### config.mk
export PLATFORM = sky130hd
export DESIGN_NAME = sobsh_kernel
export DESIGN_NICKNAME = d
export VERILOG_FILES = /design/src/design/sobel_sharpen_3x3_assert.svh /design/src/design/sobsh_pkg.sv /design/src/design/sobsh_kernel.sv
export SDC_FILE = /design/constraint.sdc
export NUM_CORES = 1
export LEC_CHECK = 0
export ABC_AREA = 1
export BUFFER_PORTS_ARGS = -buffer_cell sky130_fd_sc_hd__buf_2
export CAP_MARGIN = 20
export CORE_MARGIN = 2
export CORE_UTILIZATION = 40
export CTS_CLUSTER_DIAMETER = 100
export DETAILED_ROUTE_END_ITERATION = 8
export HOLD_SLACK_MARGIN = 0.08
export REMOVE_ABC_BUFFERS = 1
export SETUP_SLACK_MARGIN = 0.1
export SYNTH_ARGS = -nofsm -noshare
export SYNTH_HDL_FRONTEND = slang
export SYNTH_SLANG_ARGS = --single-unit
### constraint.sdc
create_clock -name clk_i -period 6.4 [get_ports clk_i]
set_input_delay 1.28 -clock clk_i [delete_from_list [all_inputs] [get_ports clk_i]]
set_output_delay 1.28 -clock clk_i [all_outputs]
set_load 0.01 [all_outputs]
### src/design/sobel_sharpen_3x3_assert.svh
// Assertion macros for the sobel_sharpen_3x3 block.
// Each macro expects clk_i and rst_ni in scope.
`ifndef SOBEL_SHARPEN_3X3_ASSERT_SVH
`define SOBEL_SHARPEN_3X3_ASSERT_SVH
`ifndef SYNTHESIS
// expr must hold at every rising clock edge outside reset
`define SOBSH_ASSERT(name, expr, msg) \
  name: assert property (@(posedge clk_i) disable iff (!rst_ni) (expr)) else $error(msg);
// when ante holds, cons must hold in the next cycle
`define SOBSH_ASSERT_NEXT(name, ante, cons, msg) \
  name: assert property (@(posedge clk_i) disable iff (!rst_ni) (ante) |=> (cons)) \
    else $error(msg);
`else
`define SOBSH_ASSERT(name, expr, msg)
`define SOBSH_ASSERT_NEXT(name, ante, cons, msg)
`endif
`endif

### src/design/sobsh_pkg.sv
package sobsh_pkg;

  localparam int PIX_W     = 8;
  localparam int CFG_W     = 11;
  localparam int CFG_IDX_W = 2;

  // register reset values
  localparam int SIZE_RST = 512;

  // clamp limits
  localparam int MIN_SIZE = 3;
  localparam int PIX_MAX  = 255;

  typedef logic [PIX_W-1:0] pix_t;

  typedef enum logic [CFG_IDX_W-1:0] {
    CFG_WIDTH     = 2'd0,
    CFG_HEIGHT    = 2'd1,
    CFG_DIRECTION = 2'd2
  } cfg_idx_e;

  // per-item control carried from position tracking to the result stage
  typedef struct packed {
    logic has_res;  // item produces a result
    logic border;   // result pixel is on the frame border: copy the center
    logic eof;      // result is the last of the frame
  } item_tag_t;

endpackage

### src/design/sobsh_kernel.sv
module sobsh_kernel import sobsh_pkg::*; (
  input  logic clk_i,
  input  logic shift_i,
  input  logic dir_i,
  input  logic border_i,
  input  pix_t top_i,
  input  pix_t mid_i,
  input  pix_t bot_i,
  output pix_t res_o
);

  // 3x3 window, row-major: 0..2 top, 3..5 middle, 6..8 bottom
  pix_t win_q [9];
  pix_t win_d [9];

  logic        [PIX_W+1:0] sum_a, sum_b;
  logic signed [PIX_W+3:0] total;

  // shift left and load the new right column
  always_comb begin
    win_d[0] = win_q[1];
    win_d[1] = win_q[2];
    win_d[2] = top_i;
    win_d[3] = win_q[4];
    win_d[4] = win_q[5];
    win_d[5] = mid_i;
    win_d[6] = win_q[7];
    win_d[7] = win_q[8];
    win_d[8] = bot_i;
  end

  always_ff @(posedge clk_i) begin
    if (shift_i) begin
      win_q <= win_d;
    end
  end

  // gradient with 1,2,1 weights, then center plus gradient clamped; on the border the center passes
  always_comb begin
    if (!dir_i) begin
      sum_a = {2'b0, win_d[6]} + {1'b0, win_d[7], 1'b0} + {2'b0, win_d[8]};
      sum_b = {2'b0, win_d[0]} + {1'b0, win_d[1], 1'b0} + {2'b0, win_d[2]};
    end else begin
      sum_a = {2'b0, win_d[2]} + {1'b0, win_d[5], 1'b0} + {2'b0, win_d[8]};
      sum_b = {2'b0, win_d[0]} + {1'b0, win_d[3], 1'b0} + {2'b0, win_d[6]};
    end
    total = $signed({4'b0, win_d[4]}) + $signed({2'b0, sum_a}) - $signed({2'b0, sum_b});
    if (border_i) begin
      res_o = win_d[4];
    end else if (total < 0) begin
      res_o = '0;
    end else if (total > PIX_MAX) begin
      res_o = PIX_W'(PIX_MAX);
    end else begin
      res_o = total[PIX_W-1:0];
    end
  end

endmodule

==> results list, run 1 <==
- The flow ran to the end, and the final reports show no timing, DRC or antenna violations.
* Main area contributors after synthesis: edfxtp_1, fa_1, ha_1, nand2_1, inv_1
- Worst Setup Path Type: input port to output pin
* CTS Root Cell: clkbuf_16
- Most numerous cell types in the synthesized netlist: nand2_1, inv_1, ha_1
- In the synthesized netlist the async set-or-reset flop fraction comes to 0%.
- The clock reaches the later pin of the worst-skew pair after 290 ps.
- After the flow finishes, the layout carries non-filler instances totaling 709.
- Diodes inserted: 0
- The number of antenna violations at the first check in global routing was 0.
- Synthesis produced 500 cells.
- Summed over all layers, the global routing overflow is 0.
* Overall die area: ~0.012 mm^2
- In this run, CTS created clock tree buffers numbering 5.
- Number of buffer cells added on primary ports: 35
- Final total power: 2130 uW
* Data arrival time of the critical path: 5070 ps
- The pre-antenna-repair detailed-routing pass consisted of 4 iterations.
- After routing the design area is 0.00562 mm^2.
- The detail route stage leaves a number of antenna-violating nets equal to 0.
- Final hold vios: 0
* Core area: ~0.011 mm^2
* Routed wirelength normalized by instance count: between 10 and 15 um
- Top cell type's share of synthesized area: roughly a third
* Headroom to the max-slew limit: 69.0%
- Number of register bits inferred by synthesis: 48
- Derived from the worst setup path, the maximum achievable clock frequency is 0.157 GHz.
- Period utilization: about 99%
- Buf/Inv on CP: 5
* Cell with the largest stage delay on the worst path: fa_1
- Global routing consumed, on the met2 layer, 30.1% of the routing resources.
- Final critical-path required period: 6350 ps
- Power Density: 379 mW/mm^2
- Across all hold checks on the routed design, the worst slack comes to 454 ps.
* Number of clock sinks seen by CTS: 48
- Met1 Use GR: between 20% and 30%
- Most frequent cell after synthesis: nand2_1
- Worst-case setup margin in the final layout: between 40 and 50 ps
- Post-Synthesis Mean Instance Area: 9.12 um^2
- CP endpoint kind: output pin
- Row count: 38
* Most used DFF post-synth: edfxtp_1
- Worst hold path type: flop to flop
- Dividing the detail-routed via count by the number of cells gives between 4 and 5.
* Largest net degree at the start of global routing: 49
- DR DRC count: 0
* # nets final: 687
* Drt first-iter violations: between 100 and 150
- VDD IR-drop max: 0.180 mV
- Max cap viols: 0
- Wire length of the first global-routing pass: ~18000 um
* Top cell family by delay on the critical path: adder cells
- Delay of the slowest cell on the worst path: 560 ps
- Maximum count of clock buffers along a single path: 2
- Die span in y: between 100 and 150 um
* Sequential cell area fraction in the yosys report: 31.6%
- The number of global-route vias before repair came to about 3.7k.
- TritonCTS built the clock tree.
- Setup violations remaining at the end of the flow were counted as 0.
- Once the floorplan was initialized, standard cells occupied 41.5% of the core.
- Clock skew on the completed layout was measured at 2.47 ps.
- Number of synthesized flops with an enable pin: 48
- Placed instance count: 697
- Worst setup slack before clock tree synthesis: -292 ps
- Number of inserted filler cells in the final layout: 1022
* Critical Path Source Type: input port
- The routed layout has 3510 vias.
- Global-route met3 utilization: 3.28%
- Summing all placed instances gives a cell area of 0.00509 mm^2.
* Number of top-level pins: 36
- Setup repair after global routing could not meet its margin everywhere.
- H-tree levels: 2
* Gr usage total: 17.8%
- Buffers inserted to repair hold after CTS numbered 0.
- edfxtp_1 takes more of the synthesized area than any other cell.
- Routability congestion estimate: 0.839
* Largest register FFs: 48
- Total length of routed wires: 10400 um
- In this run the most used layer during global routing was met2.
- In this run the worst path has a maximum fanout of 5.
- At the worst endpoint, the required time is 5120 ps.
* Worst-Margin Slew: approximately 460 ps
- Ratio of cells with drive above 1 in the final layout: approximately a quarter
* Max Slew Vio Count: 0
- Horizontal die dimension: 111 um
* Leakage dissipation: 0.00266 uW
- The HPWL after detailed placement is 8450 um.
* Yosys warning total: 0
* Clock input transition at the sequential cells of the worst setup and hold paths: 60 ps
- Cell area after synthesis: roughly 0.0046 mm^2
* Area overhead of the layout relative to synthesis: 23.1%
* Distinct cells, synth: 37
## cells in the final DEF (no fill, tap or decap), types with 3 or more instances in the layout
master,n
nand2_1,101
inv_1,89
edfxtp_1,48
fa_1,37
ha_1,36
buf_2,33
buf_4,30
nor2_1,23
a21oi_1,21
nand3_1,15
nand2_2,14
a21oi_2,9
ha_4,9
nand4_1,8
xor2_1,8
nand3_2,6
o21ai_0,6
nand2_4,6
nor2_2,5
o21ai_1,5
o21ai_2,5
clkbuf_16,5
inv_2,4
mux2i_1,4
fa_2,4
ha_2,4
clkinv_1,3
o22ai_2,3
a31oi_1,3
xnor2_1,3
## layout make-up
type	instances	area, um^2	area share, %
Tap cell	140	175	3.12
Inverter	96	368	6.55
Clock inverter	2	7.51	0.134
Timing Repair Buffer	66	440	7.84
Sequential cell	48	1440	25.7
Multi-Input combinational cell	352	3060	54.5
Clock buffer	5	125	2.23
## where the power goes
group	internal, uW	total [uW]	leakage, uW	switching, uW
registers	374	394	0.000470	19.5
logic	650	1490	0.00213	840
clock network	140	245	0.0000648	106
## metal layers
| metal | vias to the layer above | wire (um) |
|---|---|---|
| met3 | 13 | 429 |
| met4 | 0 | 208 |
| met1 | 1666 | 4680 |
| met5 | - | 0 |
| met2 | 65 | 5060 |
| li1 | 1766 | - |
## what timing repair did
action,in CTS,in global routing
gates resized for setup,39,44
endpoints found under the hold margin,0,0
pin swaps,25,38
setup endpoints to repair,8,8
buffers inserted,3,1
## cells by family (layout without fill, tap and decap cells)
kind of cell               Yosys count  after routing  synth area share (%)
DFF                                 48             48                  31.6
xor gates and xnor gates            11             11                  2.11
buffers and inverters              100            169                  8.36
adders and majority gates           90             90                  31.4
muxes                                4              4                 0.878
and+or+nand+nor                    184            184                  17.6
AOI/OAI and AO/OA                   63             63                  8.01
## path summary, 6_finish.rpt
| kind | startpoint | end | slack [ps] | depth (start not counted) |
|---|---|---|---|---|
| worst max register to register | win_d[36] | win_d[44] | 5580 | 0 |
| worst min register to register | win_d[60] | win_d[68] | 450 | 0 |
| worst min-delay path | win_d[60] | win_d[68] | 450 | 0 |
| worst max-delay path | bot_i[1] | res_o[7] | 50 | 26 |
## through the flow
stage	util [%]	TNS [ps]
after floorplan	-	0
after global placement	46.4	-1810
after detailed placement	46.4	-2170
after CTS	49.1	-0.584
after global routing	51.1	-974
final	51.1	0
(Power assumes the default switching activity.)
==> inputs of run 2 (changes only) <==
--- a/config.mk
+++ b/config.mk
@@ -5,7 +5,6 @@
 export SDC_FILE = /design/constraint.sdc
 export NUM_CORES = 1
 export LEC_CHECK = 0
-export ABC_AREA = 1
 export BUFFER_PORTS_ARGS = -buffer_cell sky130_fd_sc_hd__buf_2
 export CAP_MARGIN = 20
 export CORE_MARGIN = 2
==> constraint.sdc (replaced) <==
create_clock -name clk_i -period 5.9 [get_ports clk_i]
set_input_delay 1.18 -clock clk_i [delete_from_list [all_inputs] [get_ports clk_i]]
set_output_delay 1.18 -clock clk_i [all_outputs]
set_load 0.01 [all_outputs]
==> results list, run 2 <==
- Worst Setup Path Type: input port to output pin
- Sequential cell area fraction in the yosys report: 33.3%
- Critical Path Source Type: input port
- In the synthesized netlist the async set-or-reset flop fraction comes to 0%.
* Worst hold path type: flop to flop
- Main area contributors after synthesis: edfxtp_1, fa_1, ha_1, inv_1, xnor2_1
- The tree built by TritonCTS fans out to 48 sinks.
* Leakage dissipation: 0.00251 uW
- The detailed router placed roughly 3.2k vias in this run.
* Clock input transition at the sequential cells of the worst setup and hold paths: 80 ps
- Buf/Inv on CP: 5
- Diodes inserted: 0
- After synthesis, the most frequently instantiated cells are inv_1, ha_1, edfxtp_1.
* Number of synthesized flops with an enable pin: 48
* Number of global-route vias before repair: around 3.5k
- CTS tree: built
- Power spread over the standard cell area amounts to 441 mW/mm^2.
* Max cap viols: 0
- The worst register-to-register path has a depth of 0.
- The checks that failed: setup timing.
- Global routing consumed, over all layers together, 18.2% of the routing resources.
* Area taken by multi-input logic gates: 0.00281 mm^2
- For the pin with the worst max-slew slack, the measured transition is 399 ps.
* Starting density of the core: 41.6%
- The worst pin sits at a relative slew slack of 73.0%.
- Top cell type's share of synthesized area: roughly 33%
- In the routed design, unresolved DRC markers number 0.
* Area taken by flip-flops and latches: approximately 0.0014 mm^2
* Instance count of the mapped netlist: approximately 380
- In this run the worst path has a maximum fanout of 8.
- Most frequent cell after synthesis: inv_1
* Flop-to-flop setup slack: 5100 ps
* Period utilization: 116%
- Max Freq: 0.146 GHz
- Number of buffer cells added on primary ports: 35
- Ratio of cells with drive above 1 in the final layout: 30.6%
- Cell with the largest stage delay on the worst path: fa_1
- The number of antenna violations at the first check in global routing is 0.
* Routed wirelength normalized by instance count: 15.1 um
* Depth of the critical timing path with buffers and inverters included: 22
* Status: finished, violations left
- Num CTS Buffers: 5
- The most critical setup path has its startpoint at top_i[1].
- Commonest cells after routing, fill and taps aside: buf_4, inv_1, edfxtp_1
- After layout, the minimum clock period comes to ~6900 ps.
- On the final layout, the worst clock skew is 3.80 ps.
- Cell-by-cell trace of the critical path: buf_8, fa_1, ha_2, inv_2, fa_2, nor2b_2, o21a_1, o21ai_1, buf_4, nand2b_1, a211oi_2, o32ai_4, fa_1, ha_4, a21oi_4, buf_6, nand2b_4, a311o_1, o2111a_1, o31a_4, a221o_1, buf_2
- For the worst setup path, the data required time is about 4700 ps.
* Yosys warning total: 0
* Largest net degree at the start of global routing: 49
- Data arrival time of the critical path: 5670 ps
- In this run the critical register-to-register path is captured at win_d[44].
- The library cell used most frequently in the layout, excluding fill and tap cells, is buf_4.
* Overall die area: 0.0117 mm^2
- Once placement finished, the instance area stood at 0.00518 mm^2.
- Row count: 37
* Max Slew Vio Count: 0
- The worst setup path is captured at an output pin.
- The largest single stage delay on the critical path is 570 ps.
- VDD sags by at most 0.238 mV.
* Worst-case setup margin in the final layout: -953 ps
- Fin Setup TNS: -7590 ps
- Source of the worst register-to-register timing path: win_d[36]
* Setup Viol. Count Final: 8
* Critical path's most frequent cell: fa_1
- The region available for standard cell placement spans 0.0104 mm^2.
* Post-Synthesis Mean Instance Area: 11.3 um^2
- The finished layout holds around 630 standard cells, fillers aside.
- Die span in y: 108 um
* Wire length of the first global-routing pass: approximately 16000 um
- Cell area after synthesis: roughly 0.0043 mm^2
- Number of inserted filler cells in the final layout: 947
- Final hold vios: 0
- Largest register FFs: 48
- Horizontal die dimension: 108 um
- For this run, the detailed router's first-pass iteration total came to 4.
- The later pin in the worst-skew pair is clocked with a latency of 310 ps.
* Drt first-iter violations: 160
- Setup crit end: res_o[0]
- In this run, placement finished with an instance count of 617.
* Library cell with the largest summed area after synthesis: edfxtp_1
- # nets final: between 600 and 700
* Routability congestion estimate: between 0.8 and 0.9
* Remaining global-route overflow: 0
- Unrepaired setup endpoints after global routing: yes
* Top cell family by delay on the critical path: compound AO/OA/AOI/OAI gates
- H-tree levels: 2
- The area growth from synthesis to layout is 27.1%.
- Number of top-level pins: 36
- Distinct cells, synth: 44
* Number of register bits inferred by synthesis: 48
- The detail route stage leaves a number of antenna-violating nets equal to 0.
- Design area: 0.00551 mm^2
- Maximum count of clock buffers along a single path: 2
* Most used DFF post-synth: edfxtp_1
- Detailed Place HPWL: 7850 um
- Via count normalized by instance count: 5.09
- Total length of routed wires: roughly 9500 um
* CTS Root Cell: clkbuf_8
==> run 2: cell type report <==
| type | count | area share [%] |
|---|---|---|
| tap | 136 | 3.09 |
| clock inverter | 1 | 0.0682 |
| inverter | 58 | 3.95 |
| sequential | 48 | 26.2 |
| timing repair buffer | 110 | 14.3 |
| clock buffer | 7 | 1.39 |
| multi-input combinational | 272 | 51.0 |
==> run 2: how the worst min path moves through the flow <==
stage | from | end | slack [ps] | cells after the start
after floorplan | win_d[11] | win_d[19] | 430 | 0
after global placement | win_d[60] | win_d[68] | 450 | 0
after detailed placement | win_d[59] | win_d[67] | 440 | 0
after CTS | win_d[12] | win_d[20] | 470 | 0
after global routing | win_d[60] | win_d[68] | 490 | 0
final | win_d[15] | win_d[23] | 470 | 0
==> run 2: where the power goes <==
group,switching [uW],internal [uW],total (uW)
logic,852,959,1810
registers,19.9,405,425
clock network,110,82.8,193
total,982,1450,2430
==> run 2: kinds of logic after synthesis <==
| group | synth area share (%) |
|---|---|
| buffers and inverters | 5.37 |
| adder cells (fa/ha/maj) | 33.1 |
| flip-flops | 33.3 |
| AO/OA/AOI/OAI | 14.5 |
| multiplexers | 2.14 |
| AND/OR/NAND/NOR | 6.12 |
| XOR/XNOR | 5.46 |
==> run 2: routing by layer <==
| layer | vias up | GRT usage (%) | share of wire [%] |
|---|---|---|---|
| li1 | 1578 | - | - |
| met1 | 1581 | 23.0 | 44 |
| met2 | 42 | 32.5 | 51 |
| met3 | 13 | 3.01 | 2.9 |
| met4 | 0 | 4.58 | 1.5 |
| met5 | - | 0 | 0 |
==> run 2: stage by stage <==
step	hold slack, ps	power [uW]	setup WS [ps]	util [%]
floorplan	426	1440	-865	-
global placement	446	2040	-1200	49.8
detailed placement	441	2060	-1280	49.8
CTS	468	2400	-870	52.1
global route	486	2660	-1140	52.9
finish	469	2430	-953	52.9
==> run 2: timing repair <==
| item | in CTS | in global routing |
|---|---|---|
| setup buffers | 6 | 1 |
| hold buffers | 0 | 0 |
| setup endpoints to repair | 8 | 8 |
| resized for setup | 31 | 18 |
| cloned | 0 | 0 |
| pin swaps | 17 | 24 |
