**src/design/sobel_sharpen_3x3_assert.svh**
```systemverilog
// Assertion macros for the sobel_sharpen_3x3 block.
// Each macro expects clk_i and rst_ni in scope.
`ifndef SOBEL_SHARPEN_3X3_ASSERT_SVH
`define SOBEL_SHARPEN_3X3_ASSERT_SVH
`ifndef SYNTHESIS
// expr must hold at every rising clock edge outside reset
`define SOBSH_ASSERT(name, expr, msg) \
  name: assert property (@(posedge clk_i) disable iff (!rst_ni) (expr)) else $error(msg);
// when ante holds, cons must hold in the next cycle
`define SOBSH_ASSERT_NEXT(name, ante, cons, msg) \
  name: assert property (@(posedge clk_i) disable iff (!rst_ni) (ante) |=> (cons)) \
    else $error(msg);
`else
`define SOBSH_ASSERT(name, expr, msg)
`define SOBSH_ASSERT_NEXT(name, ante, cons, msg)
`endif
`endif

```
**src/design/sobsh_pkg.sv**
```systemverilog
package sobsh_pkg;

  localparam int PIX_W     = 8;
  localparam int CFG_W     = 11;
  localparam int CFG_IDX_W = 2;

  // register reset values
  localparam int SIZE_RST = 512;

  // clamp limits
  localparam int MIN_SIZE = 3;
  localparam int PIX_MAX  = 255;

  typedef logic [PIX_W-1:0] pix_t;

  typedef enum logic [CFG_IDX_W-1:0] {
    CFG_WIDTH     = 2'd0,
    CFG_HEIGHT    = 2'd1,
    CFG_DIRECTION = 2'd2
  } cfg_idx_e;

  // per-item control carried from position tracking to the result stage
  typedef struct packed {
    logic has_res;  // item produces a result
    logic border;   // result pixel is on the frame border: copy the center
    logic eof;      // result is the last of the frame
  } item_tag_t;

endpackage

```
**src/design/sobsh_ctrl.sv**
```systemverilog
module sobsh_ctrl import sobsh_pkg::*; #(
  parameter int MAX_WIDTH  = 1024,
  parameter int MAX_HEIGHT = 1024
) (
  input  logic                          clk_i,
  input  logic                          rst_ni,
  input  logic                          cfg_we_i,
  input  logic [CFG_IDX_W-1:0]          cfg_idx_i,
  input  logic [CFG_W-1:0]              cfg_data_i,
  input  logic                          accept_i,
  output logic [$clog2(MAX_WIDTH)-1:0]  col_o,
  output item_tag_t                     tag_o,
  output logic                          dir_o
);

  localparam int CW = $clog2(MAX_WIDTH);
  localparam int WW = $clog2(MAX_WIDTH + 1);
  localparam int HW = $clog2(MAX_HEIGHT + 1);
  localparam int RW = $clog2(MAX_HEIGHT + 2);
  localparam int AW = $clog2(MAX_WIDTH * MAX_HEIGHT + 1);

  localparam int RST_W    = (SIZE_RST > MAX_WIDTH) ? MAX_WIDTH : SIZE_RST;
  localparam int RST_H    = (SIZE_RST > MAX_HEIGHT) ? MAX_HEIGHT : SIZE_RST;
  localparam int RST_AREA = RST_W * RST_H;

  logic [CFG_W-1:0] width_q, width_d;
  logic [CFG_W-1:0] height_q, height_d;
  logic             dir_q, dir_d;
  logic             restart;

  logic [WW-1:0] weff_q, weff_d;
  logic [HW-1:0] heff_q, heff_d;
  logic [AW-1:0] area_q, area_d;

  logic [CW-1:0] col_q, col_d, col;
  logic [RW-1:0] row_q, row_d;
  logic [AW-1:0] cnt_q, cnt_d;
  logic          last_col;
  item_tag_t     tag;

  // register writes; a size write restarts the frame
  always_comb begin
    width_d  = width_q;
    height_d = height_q;
    dir_d    = dir_q;
    restart  = 1'b0;
    if (cfg_we_i) begin
      unique case (cfg_idx_i)
        CFG_WIDTH: begin
          width_d = cfg_data_i;
          restart = 1'b1;
        end
        CFG_HEIGHT: begin
          height_d = cfg_data_i;
          restart  = 1'b1;
        end
        CFG_DIRECTION: begin
          dir_d = cfg_data_i[0];
        end
        default: begin
        end
      endcase
    end
  end

  // effective frame size, clamped to 3..MAX, and its pixel count
  always_comb begin
    if (32'(width_d) < MIN_SIZE) begin
      weff_d = WW'(MIN_SIZE);
    end else if (32'(width_d) > MAX_WIDTH) begin
      weff_d = WW'(MAX_WIDTH);
    end else begin
      weff_d = WW'(width_d);
    end
    if (32'(height_d) < MIN_SIZE) begin
      heff_d = HW'(MIN_SIZE);
    end else if (32'(height_d) > MAX_HEIGHT) begin
      heff_d = HW'(MAX_HEIGHT);
    end else begin
      heff_d = HW'(height_d);
    end
    area_d = AW'(32'(weff_d) * 32'(heff_d));
  end

  // position of the current item and what its result is
  always_comb begin
    col      = (32'(col_q) >= 32'(weff_q)) ? '0 : col_q;
    last_col = (32'(col) + 1 >= 32'(weff_q));
    tag.has_res = (32'(row_q) >= 2) || ((32'(row_q) == 1) && (col != '0));
    // the window center is on a border column or row
    tag.border  = (col == '0) || (32'(col) == 1) || (32'(row_q) == 1) ||
                  (32'(row_q) >= 32'(heff_q));
    tag.eof     = tag.has_res && (32'(cnt_q) + 1 >= 32'(area_q));
  end

  // counter clear on restart, advance per transfer
  always_comb begin
    col_d = col_q;
    row_d = row_q;
    cnt_d = cnt_q;
    if (restart) begin
      col_d = '0;
      row_d = '0;
      cnt_d = '0;
    end else if (accept_i) begin
      if (tag.eof) begin
        col_d = '0;
        row_d = '0;
        cnt_d = '0;
      end else begin
        col_d = last_col ? '0 : CW'(32'(col) + 1);
        row_d = last_col ? RW'(32'(row_q) + 1) : row_q;
        cnt_d = tag.has_res ? AW'(32'(cnt_q) + 1) : cnt_q;
      end
    end
  end

  always_ff @(posedge clk_i or negedge rst_ni) begin
    if (!rst_ni) begin
      width_q  <= CFG_W'(SIZE_RST);
      height_q <= CFG_W'(SIZE_RST);
      dir_q    <= 1'b0;
      weff_q   <= WW'(RST_W);
      heff_q   <= HW'(RST_H);
      area_q   <= AW'(RST_AREA);
      col_q    <= '0;
      row_q    <= '0;
      cnt_q    <= '0;
    end else begin
      width_q  <= width_d;
      height_q <= height_d;
      dir_q    <= dir_d;
      weff_q   <= weff_d;
      heff_q   <= heff_d;
      area_q   <= area_d;
      col_q    <= col_d;
      row_q    <= row_d;
      cnt_q    <= cnt_d;
    end
  end

  assign col_o = col;
  assign tag_o = tag;
  assign dir_o = dir_q;

endmodule

```
**config.mk**
```make
export PLATFORM = sky130hd
export DESIGN_NAME = sobsh_ctrl
export DESIGN_NICKNAME = d
export VERILOG_FILES = /design/src/design/sobel_sharpen_3x3_assert.svh /design/src/design/sobsh_pkg.sv /design/src/design/sobsh_ctrl.sv
export SDC_FILE = /design/constraint.sdc
export NUM_CORES = 1
export LEC_CHECK = 0
export ABC_CLOCK_PERIOD_IN_PS = 17890
export BUFFER_PORTS_ARGS = -buffer_cell sky130_fd_sc_hd__buf_2
export CAP_MARGIN = 10
export CORE_UTILIZATION = 43
export DETAILED_ROUTE_END_ITERATION = 7
export MAX_ROUTING_LAYER = met4
export SKIP_CTS_REPAIR_TIMING = 1
export SLEW_MARGIN = 20
export SYNTH_ARGS = -nofsm -noshare
export SYNTH_HDL_FRONTEND = slang
export SYNTH_SLANG_ARGS = --single-unit
```
**constraint.sdc**
```tcl
create_clock -name clk_i -period 17.89 [get_ports clk_i]
set_input_delay 3.578 -clock clk_i [delete_from_list [all_inputs] [get_ports clk_i]]
set_output_delay 3.578 -clock clk_i [all_outputs]
set_load 0.01 [all_outputs]
```
==> results of run 1 <==
==> stage by stage <==
stage / setup WS [ns] / util [%]
after floorplan: 7.66 / -
after global placement: 6.68 / 46.5
final: 6.91 / 47.9
after global routing: 6.46 / 47.9
after CTS: 6.92 / 47.8
after detailed placement: 6.56 / 46.5
==> final timing paths <==
| check | startpoint | to | slack (ns) | depth (start not counted) |
|---|---|---|---|---|
| setup / recovery | cfg_idx_i[0] | area_q[20] | 6.91 | 27 |
| hold / removal | height_q[1] | height_q[1] | 0.50 | 1 |
| setup reg to reg | width_q[4] | area_q[20] | 10.51 | 26 |
| hold reg to reg | height_q[1] | height_q[1] | 0.50 | 1 |
| max in group asynchronous | rst_ni | width_q[2] | 13.42 | 2 |
| min in group asynchronous | rst_ni | cnt_q[12] | 3.26 | 1 |
==> routing by layer <==
metal,share of wire [%],GRT usage (%),up-vias
met3,4.5,3.37,29
li1,-,-,3823
met2,46,33.8,171
met4,1.7,5.88,0
met5,0,-,-
met1,48,30.5,3869
==> layout make-up <==
class	instances	share of cell area, %
flip-flops and latches	108	24.8
well taps	313	3.58
inverters	212	7.30
multi-input cells	791	59.5
repair buffers	40	2.08
clock inverters	7	0.732
clock buffers	9	2.06
==> kinds of logic (layout without fill, tap and decap cells) <==
group / Yosys count / in the layout / synth area share, %
DFF: 108 / 108 / 26.8
muxes: 28 / 28 / 2.84
buffers and inverters: 241 / 268 / 9.06
AOI/OAI and AO/OA: 172 / 172 / 11.4
adders and majority gates: 196 / 196 / 30.1
xor gates and xnor gates: 45 / 45 / 3.90
and+or+nand+nor: 350 / 350 / 15.9
==> sequential cells by signal, indices dropped and copies added, names as in the netlist <==
register,flops
height_q,11
dir_o,1
area_q,21
cnt_q,21
row_q,11
col_q,10
weff_q,11
width_q,11
heff_q,11
==> worst max-delay path, stage by stage <==
cell	delay, ns
buf_2	0.12
nor3b_4	0.64
mux2_2	0.43
nor4_1	0.28
nand2_1	0.15
or4_4	0.54
a21o_4	0.27
inv_4	0.09
nand2_1	0.07
fa_1	0.53
inv_1	0.05
fa_1	0.50
inv_1	0.05
fa_1	0.47
inv_1	0.05
fa_1	0.53
inv_1	0.05
fa_1	0.53
inv_1	0.04
ha_1	0.35
and3_1	0.20
and3_1	0.19
a21o_1	0.18
o41ai_1	0.72
o311ai_0	0.26
a21oi_1	0.23
xnor2_1	0.14
==> cells in the mapped netlist, types with 3 or more instances <==
master	count
inv_1	205
nand2_1	130
ha_1	117
dfrtp_1	103
nor2_1	102
fa_1	79
o21ai_0	37
xnor2_1	33
a21oi_1	32
nand3_1	32
mux2i_1	22
clkbuf_1	20
and3_1	16
nand4_1	15
nor4_1	14
a31oi_1	13
xor2_1	12
and2_1	9
o22ai_1	9
o31ai_1	9
a21o_1	8
a32oi_1	8
o21a_1	8
nor2b_1	7
a22o_1	6
buf_1	6
clkinv_1	6
mux2_2	6
nand2b_1	6
a41oi_1	5
dfstp_2	5
o2111ai_1	5
o211ai_1	5
a2111oi_0	4
o41ai_1	4
a211oi_1	3
or4_1	3
==> power by group through the flow <==
stage               sequential [mW]  combinational [mW]  clock, mW
finish                        0.316               0.635      0.210
floorplan                     0.314               0.474          0
global route                  0.322               0.738      0.227
global placement              0.320               0.632          0
CTS                           0.317               0.643      0.216
detailed placement            0.321               0.637          0
==> flow_summary_export.csv, run 1 <==
group,metric,value,unit
worst_setup_path,cp_max_fo,12,
clocking,cts.path.max_buffers,2,
synthesis,yosysTopAreaCell,"dfrtp_1",
timing,finalClockSkew,0.0100,ns
cells_and_area,final_common_cell,"inv_1",
grt,grt_max_degree,60,
route,drt_iter0_markers,484,
power_and_ir_drop,power,1.16,mW
floorplanning,initial_core_util,44.3,%
synthesis,ys.flop_type,"dfrtp_1",
clocking,h-tree-depth,3,
floorplanning,ios,31,
route,drc,0,
grt,grt_antenna_before_repair,0,
power_and_ir_drop,internal-power,0.646,mW
placed_design,dpl_cell_area,10600,um2
floorplanning,rows,55,
grt,grt_pass1_wl,40.7,mm
worst_setup_path,critPathCaptureType,"flop",
timing,setup_violations,0,
timing,slew-limit-headroom,44.8,%
timing,period_share,61.4,%
synthesis,synthArstFlopShare,100,%
timing,holdWs,0.499,ns
power_and_ir_drop,peakVddDrop,0.0597,mV
status,status,"completed",
floorplanning,die_area,24100,um2
cells_and_area,layout.nets,1375,
synthesis,ys_ff_latch,108,
synthesis,ys_seq_area_share,26.8,%
cells_and_area,finalInstanceArea,10900,um2
flow_run,drv_cap,0,
worst_setup_path,crit_type,"in -> reg",
clocking,cts_tree,"yes",
timing,hold_viol,0,
grt,overflow,0,
clocking,clock-root-buffer,"clkbuf_16",
clocking,cts_sinks,108,
cells_and_area,final_cell_mix,"205 x inv_1, 130 x nand2_1, 117 x ha_1",
min_path,hp-class,"reg -> reg",
power_and_ir_drop,p_comb_share,54.7,%
timing,tns,0,ns
grt,grt_util_all_layers,22.1,%
route,antenna_left,0,
timing,rsz0062_at_grt,"no",
synthesis,synthesis.area,10100,um2
cells_and_area,antenna_cells,0,
synthesis,ys_warn_count,0,
placed_design,place_congestion,0.932,
cells_and_area,drive_gt1_share,6.94,%
synthesis,syn_nets,1353,
synthesis,synth_edf_count,0,
cells_and_area,multi_input_area,6500,um2
synthesis,synth.area.top_cells,"dfrtp_1 25%, fa_1 16%, ha_1 14%",
cells_and_area,synthToLayoutAreaGrowth,8.09,%
cells_and_area,regArea,2710,um2
cells_and_area,fillCellCount,2257,
timing,fmax,91.1,MHz
placed_design,numPortBuffers,30,
route,vias,7892,
placed_design,placed_cells_incl_taps,1464,
synthesis,ys_types,65,
route,routed_wl,23.7,mm
route,dr.pass1.iters,5,
floorplanning,core,22800,um2
power_and_ir_drop,switching_share,44.4,%
timing,slew_viol_final,0,
worst_setup_path,cp.required,18.17,ns
power_and_ir_drop,switchingPower,0.516,mW
power_and_ir_drop,p_leak,5.60,nW
synthesis,syn-mean-instance-area,8.88,um2
power_and_ir_drop,p_clk_share,18.1,%
timing,worstMarginPinSlew,0.828,ns
placed_design,dp_hpwl,18.3,mm
synthesis,synth_top_area_share,25.5,%
worst_setup_path,critical_path_arrival,11.26,ns
timing,finalWorstPathRequiredPeriod,10.98,ns
cells_and_area,stdcell_count,1480,
floorplanning,die_y,155,um
clocking,path_clk_slew,0.07,ns
floorplanning,die_w,155,um
route,wire_per_inst,16.0,um
grt,grt_pass1_vias,7889,
route,vias_per_cell,5.33,
synthesis,synth_cells,1140,
power_and_ir_drop,power_density,106,nW/um2
power_and_ir_drop,seq_power_share,27.2,%
worst_setup_path,startpoint_type,"primary input",
clocking,insertion_delay,0.37,ns
clocking,numCtsBuffers,9,
No activity file was read; power rests on OpenSTA's default activity.
==> run 2, diff against run 1 <==
--- a/config.mk
+++ b/config.mk
@@ -5,7 +5,8 @@
 export SDC_FILE = /design/constraint.sdc
 export NUM_CORES = 1
 export LEC_CHECK = 0
-export ABC_CLOCK_PERIOD_IN_PS = 17890
+export ABC_AREA = 1
+export ABC_CLOCK_PERIOD_IN_PS = 10100
 export BUFFER_PORTS_ARGS = -buffer_cell sky130_fd_sc_hd__buf_2
 export CAP_MARGIN = 10
 export CORE_UTILIZATION = 43
==> constraint.sdc (replaced) <==
create_clock -name clk_i -period 10.1 [get_ports clk_i]
set_input_delay 2.02 -clock clk_i [delete_from_list [all_inputs] [get_ports clk_i]]
set_output_delay 2.02 -clock clk_i [all_outputs]
set_load 0.01 [all_outputs]
==> flow_summary_export.csv, run 2 <==
group,metric,value,unit
status,status,"completed",
floorplanning,initial_core_util,43.7,%
grt,grt_max_degree,63,
synthesis,ys_warn_count,0,
clocking,numCtsBuffers,9,
timing,fmax,114,MHz
clocking,insertion_delay,0.37,ns
cells_and_area,antenna_cells,0,
route,dr.pass1.iters,7,
cells_and_area,synthToLayoutAreaGrowth,8.09,%
clocking,path_clk_slew,0.08,ns
power_and_ir_drop,p_clk_share,18.1,%
timing,rsz0062_at_grt,"no",
synthesis,syn_nets,1493,
flow_run,drv_cap,0,
clocking,clock-root-buffer,"clkbuf_16",
synthesis,synthArstFlopShare,100,%
power_and_ir_drop,switching_share,45.7,%
placed_design,dp_hpwl,17.9,mm
timing,setup_violations,0,
floorplanning,die_area,24500,um2
synthesis,yosysTopAreaCell,"dfrtp_1",
route,wl_met1,11.1,mm
cells_and_area,multi_input_area,6350,um2
timing,slew-limit-headroom,37.5,%
synthesis,synth.area.top_cells,"dfrtp_1 25%, fa_1 15%, ha_1 14%",
timing,slew_viol_final,0,
synthesis,synthesis.area,10300,um2
floorplanning,core,23500,um2
route,dr_wl_met2,10.2,mm
synthesis,synth_commonest_cells,"279 x inv_1, 247 x nand2_1, 143 x nor2_1",
route,antenna_left,0,
timing,hold_viol,0,
worst_setup_path,crit_start,"cfg_idx_i[1]",
clocking,h-tree-depth,3,
synthesis,ys_types,47,
worst_setup_path,cp_max_fo,21,
clocking,cts_sinks,108,
synthesis,synth_cells,1280,
floorplanning,die_y,157,um
placed_design,place_congestion,0.880,
power_and_ir_drop,p_comb_share,52.8,%
cells_and_area,final_common_cell,"inv_1",
synthesis,ys_ff_latch,108,
worst_setup_path,crit_top_cell,"inv_1",
timing,layout_setup_ws,1.33,ns
cells_and_area,regArea,2710,um2
synthesis,synth_top_area_share,25.1,%
route,highest_layer,"met4",
floorplanning,ios,31,
power_and_ir_drop,peakVddDrop,0.0952,mV
placed_design,placed_cells_incl_taps,1618,
floorplanning,rows,56,
cells_and_area,final_cell_mix,"279 x inv_1, 247 x nand2_1, 143 x nor2_1",
synthesis,syn-mean-instance-area,8.02,um2
cells_and_area,stdcell_count,1634,
timing,finalClockSkew,0.0152,ns
power_and_ir_drop,internal-power,1.14,mW
grt,overflow,0,
timing,holdWs,0.497,ns
route,drt_iter0_markers,387,
timing,finalWorstPathRequiredPeriod,8.77,ns
timing,worstMarginPinSlew,0.937,ns
worst_setup_path,critPathCaptureType,"flop",
timing,tns,0,ns
cells_and_area,fillCellCount,2290,
worst_setup_path,startpoint_type,"primary input",
clocking,cts_tree,"yes",
power_and_ir_drop,power_density,188,nW/um2
route,wire_per_inst,13.7,um
worst_setup_path,slowest_delay,0.62,ns
worst_setup_path,cpLargestDelayFamily,"adder cells",
route,vias,7886,
placed_design,dp_slack,0.888,ns
worst_setup_path,timing.rr.start,"width_q[6]",
clocking,cts.path.max_buffers,2,
synthesis,synth.most_common_cell,"inv_1",
route,routed_wl,22.4,mm
placed_design,dpl_cell_area,10800,um2
cells_and_area,drive_gt1_share,8.21,%
min_path,hp-class,"reg -> reg",
power_and_ir_drop,switchingPower,0.956,mW
grt,grt_pass1_vias,7759,
route,drc,0,
worst_setup_path,crit_type,"in -> reg",
worst_setup_path,cp.required,10.35,ns
timing,period_share,86.8,%
worst_setup_path,r2r_setup_slack,3.70,ns
grt,grt_pass1_wl,38.6,mm
cells_and_area,layout.nets,1523,
placed_design,numPortBuffers,30,
route,vias_per_cell,4.83,
min_path,hold_start,"cnt_q[8]",
floorplanning,die_w,157,um
grt,grt_antenna_before_repair,0,
worst_setup_path,path_buf_inv,8,
cells_and_area,reg_top3,"area_q x21, cnt_q x21",
synthesis,ys_seq_area_share,26.4,%
worst_setup_path,critical_path_arrival,9.02,ns
synthesis,synth_edf_count,0,
worst_setup_path,critical-path-slowest-cell,"o21ai_0",
grt,grt_util_all_layers,20.7,%
route,wl_met3,848,um
cells_and_area,finalInstanceArea,11100,um2
power_and_ir_drop,seq_power_share,29.1,%
synthesis,ys.flop_type,"dfrtp_1",
power_and_ir_drop,p_leak,6.11,nW
==> run 2: cell types whose count changed in the layout (fill, tap and decap cells not counted), sizes merged, moves of 11 or more <==
cell / before / now
xnor2: 33 / 14
and3: 16 / 1
nor4: 15 / 2
a31oi: 13 / 2
nor2: 104 / 160
xor2: 12 / 34
o21ai: 37 / 64
mux2i: 22 / 0
inv: 210 / 304
nand2: 130 / 248
==> run 2: area by class of cell <==
cell class                 instances  share of cell area, %
clock inverter                     7                  0.733
sequential                       108                   24.4
clock buffer                       9                   2.03
inverter                         302                   10.3
tap                              319                   3.60
multi-input combinational        854                   57.3
timing repair buffer              35                   1.71
==> run 2: worst paths after layout <==
kind                            cells past startpoint         end
max in group asynchronous                           2  area_q[16]
worst min-delay path                                2    cnt_q[8]
worst max-delay path                               30  area_q[17]
min in group asynchronous                           1    col_q[8]
worst min register to register                      2    cnt_q[8]
worst max register to register                     28  area_q[18]
==> run 2: per-stage QoR <==
step                util, %  power [mW]
finish                 47.3        2.09
global route           47.3        2.32
CTS                    47.3        2.12
detailed placement     46.0        1.72
global placement       46.0        1.72
floorplan                 -        1.44
==> run 2: worst reg2reg max path, delay by kind of cell, from the launching register on <==
kind	cells	cell delay, ns
AND/OR/NAND/NOR	11	1.39
XOR/XNOR	1	0.18
buffers and inverters	6	0.51
AO/OA/AOI/OAI	4	0.96
flip-flops	1	0.36
adder cells (fa/ha/maj)	6	2.92
==> run 2: cell families (layout without fill, tap and decap cells) <==
family                     count (synthesis)  count (layout)  share of synthesized area [%]
AOI/OAI and AO/OA                        133             133                           7.47
and+or+nand+nor                          476             476                           20.5
DFF                                      108             108                           26.4
muxes                                      1               1                          0.110
xor gates and xnor gates                  48              48                           4.10
adders and majority gates                196             196                           29.7
buffers and inverters                    318             353                           11.8
==> run 2: power by group through the flow <==
stage	registers, mW	logic, mW	clock network (mW)
after floorplan	0.588	0.848	0
after global placement	0.613	1.10	0
after detailed placement	0.614	1.11	0
after CTS	0.607	1.12	0.390
after global routing	0.620	1.29	0.403
final	0.608	1.10	0.379
==> run 2: per-layer routing <==
layer  global-route usage, %  up-vias
li1                        -     3977
met1                    29.1     3732
met2                    32.2      154
met3                    2.35       23
met4                    4.25        0
met5                       -        -
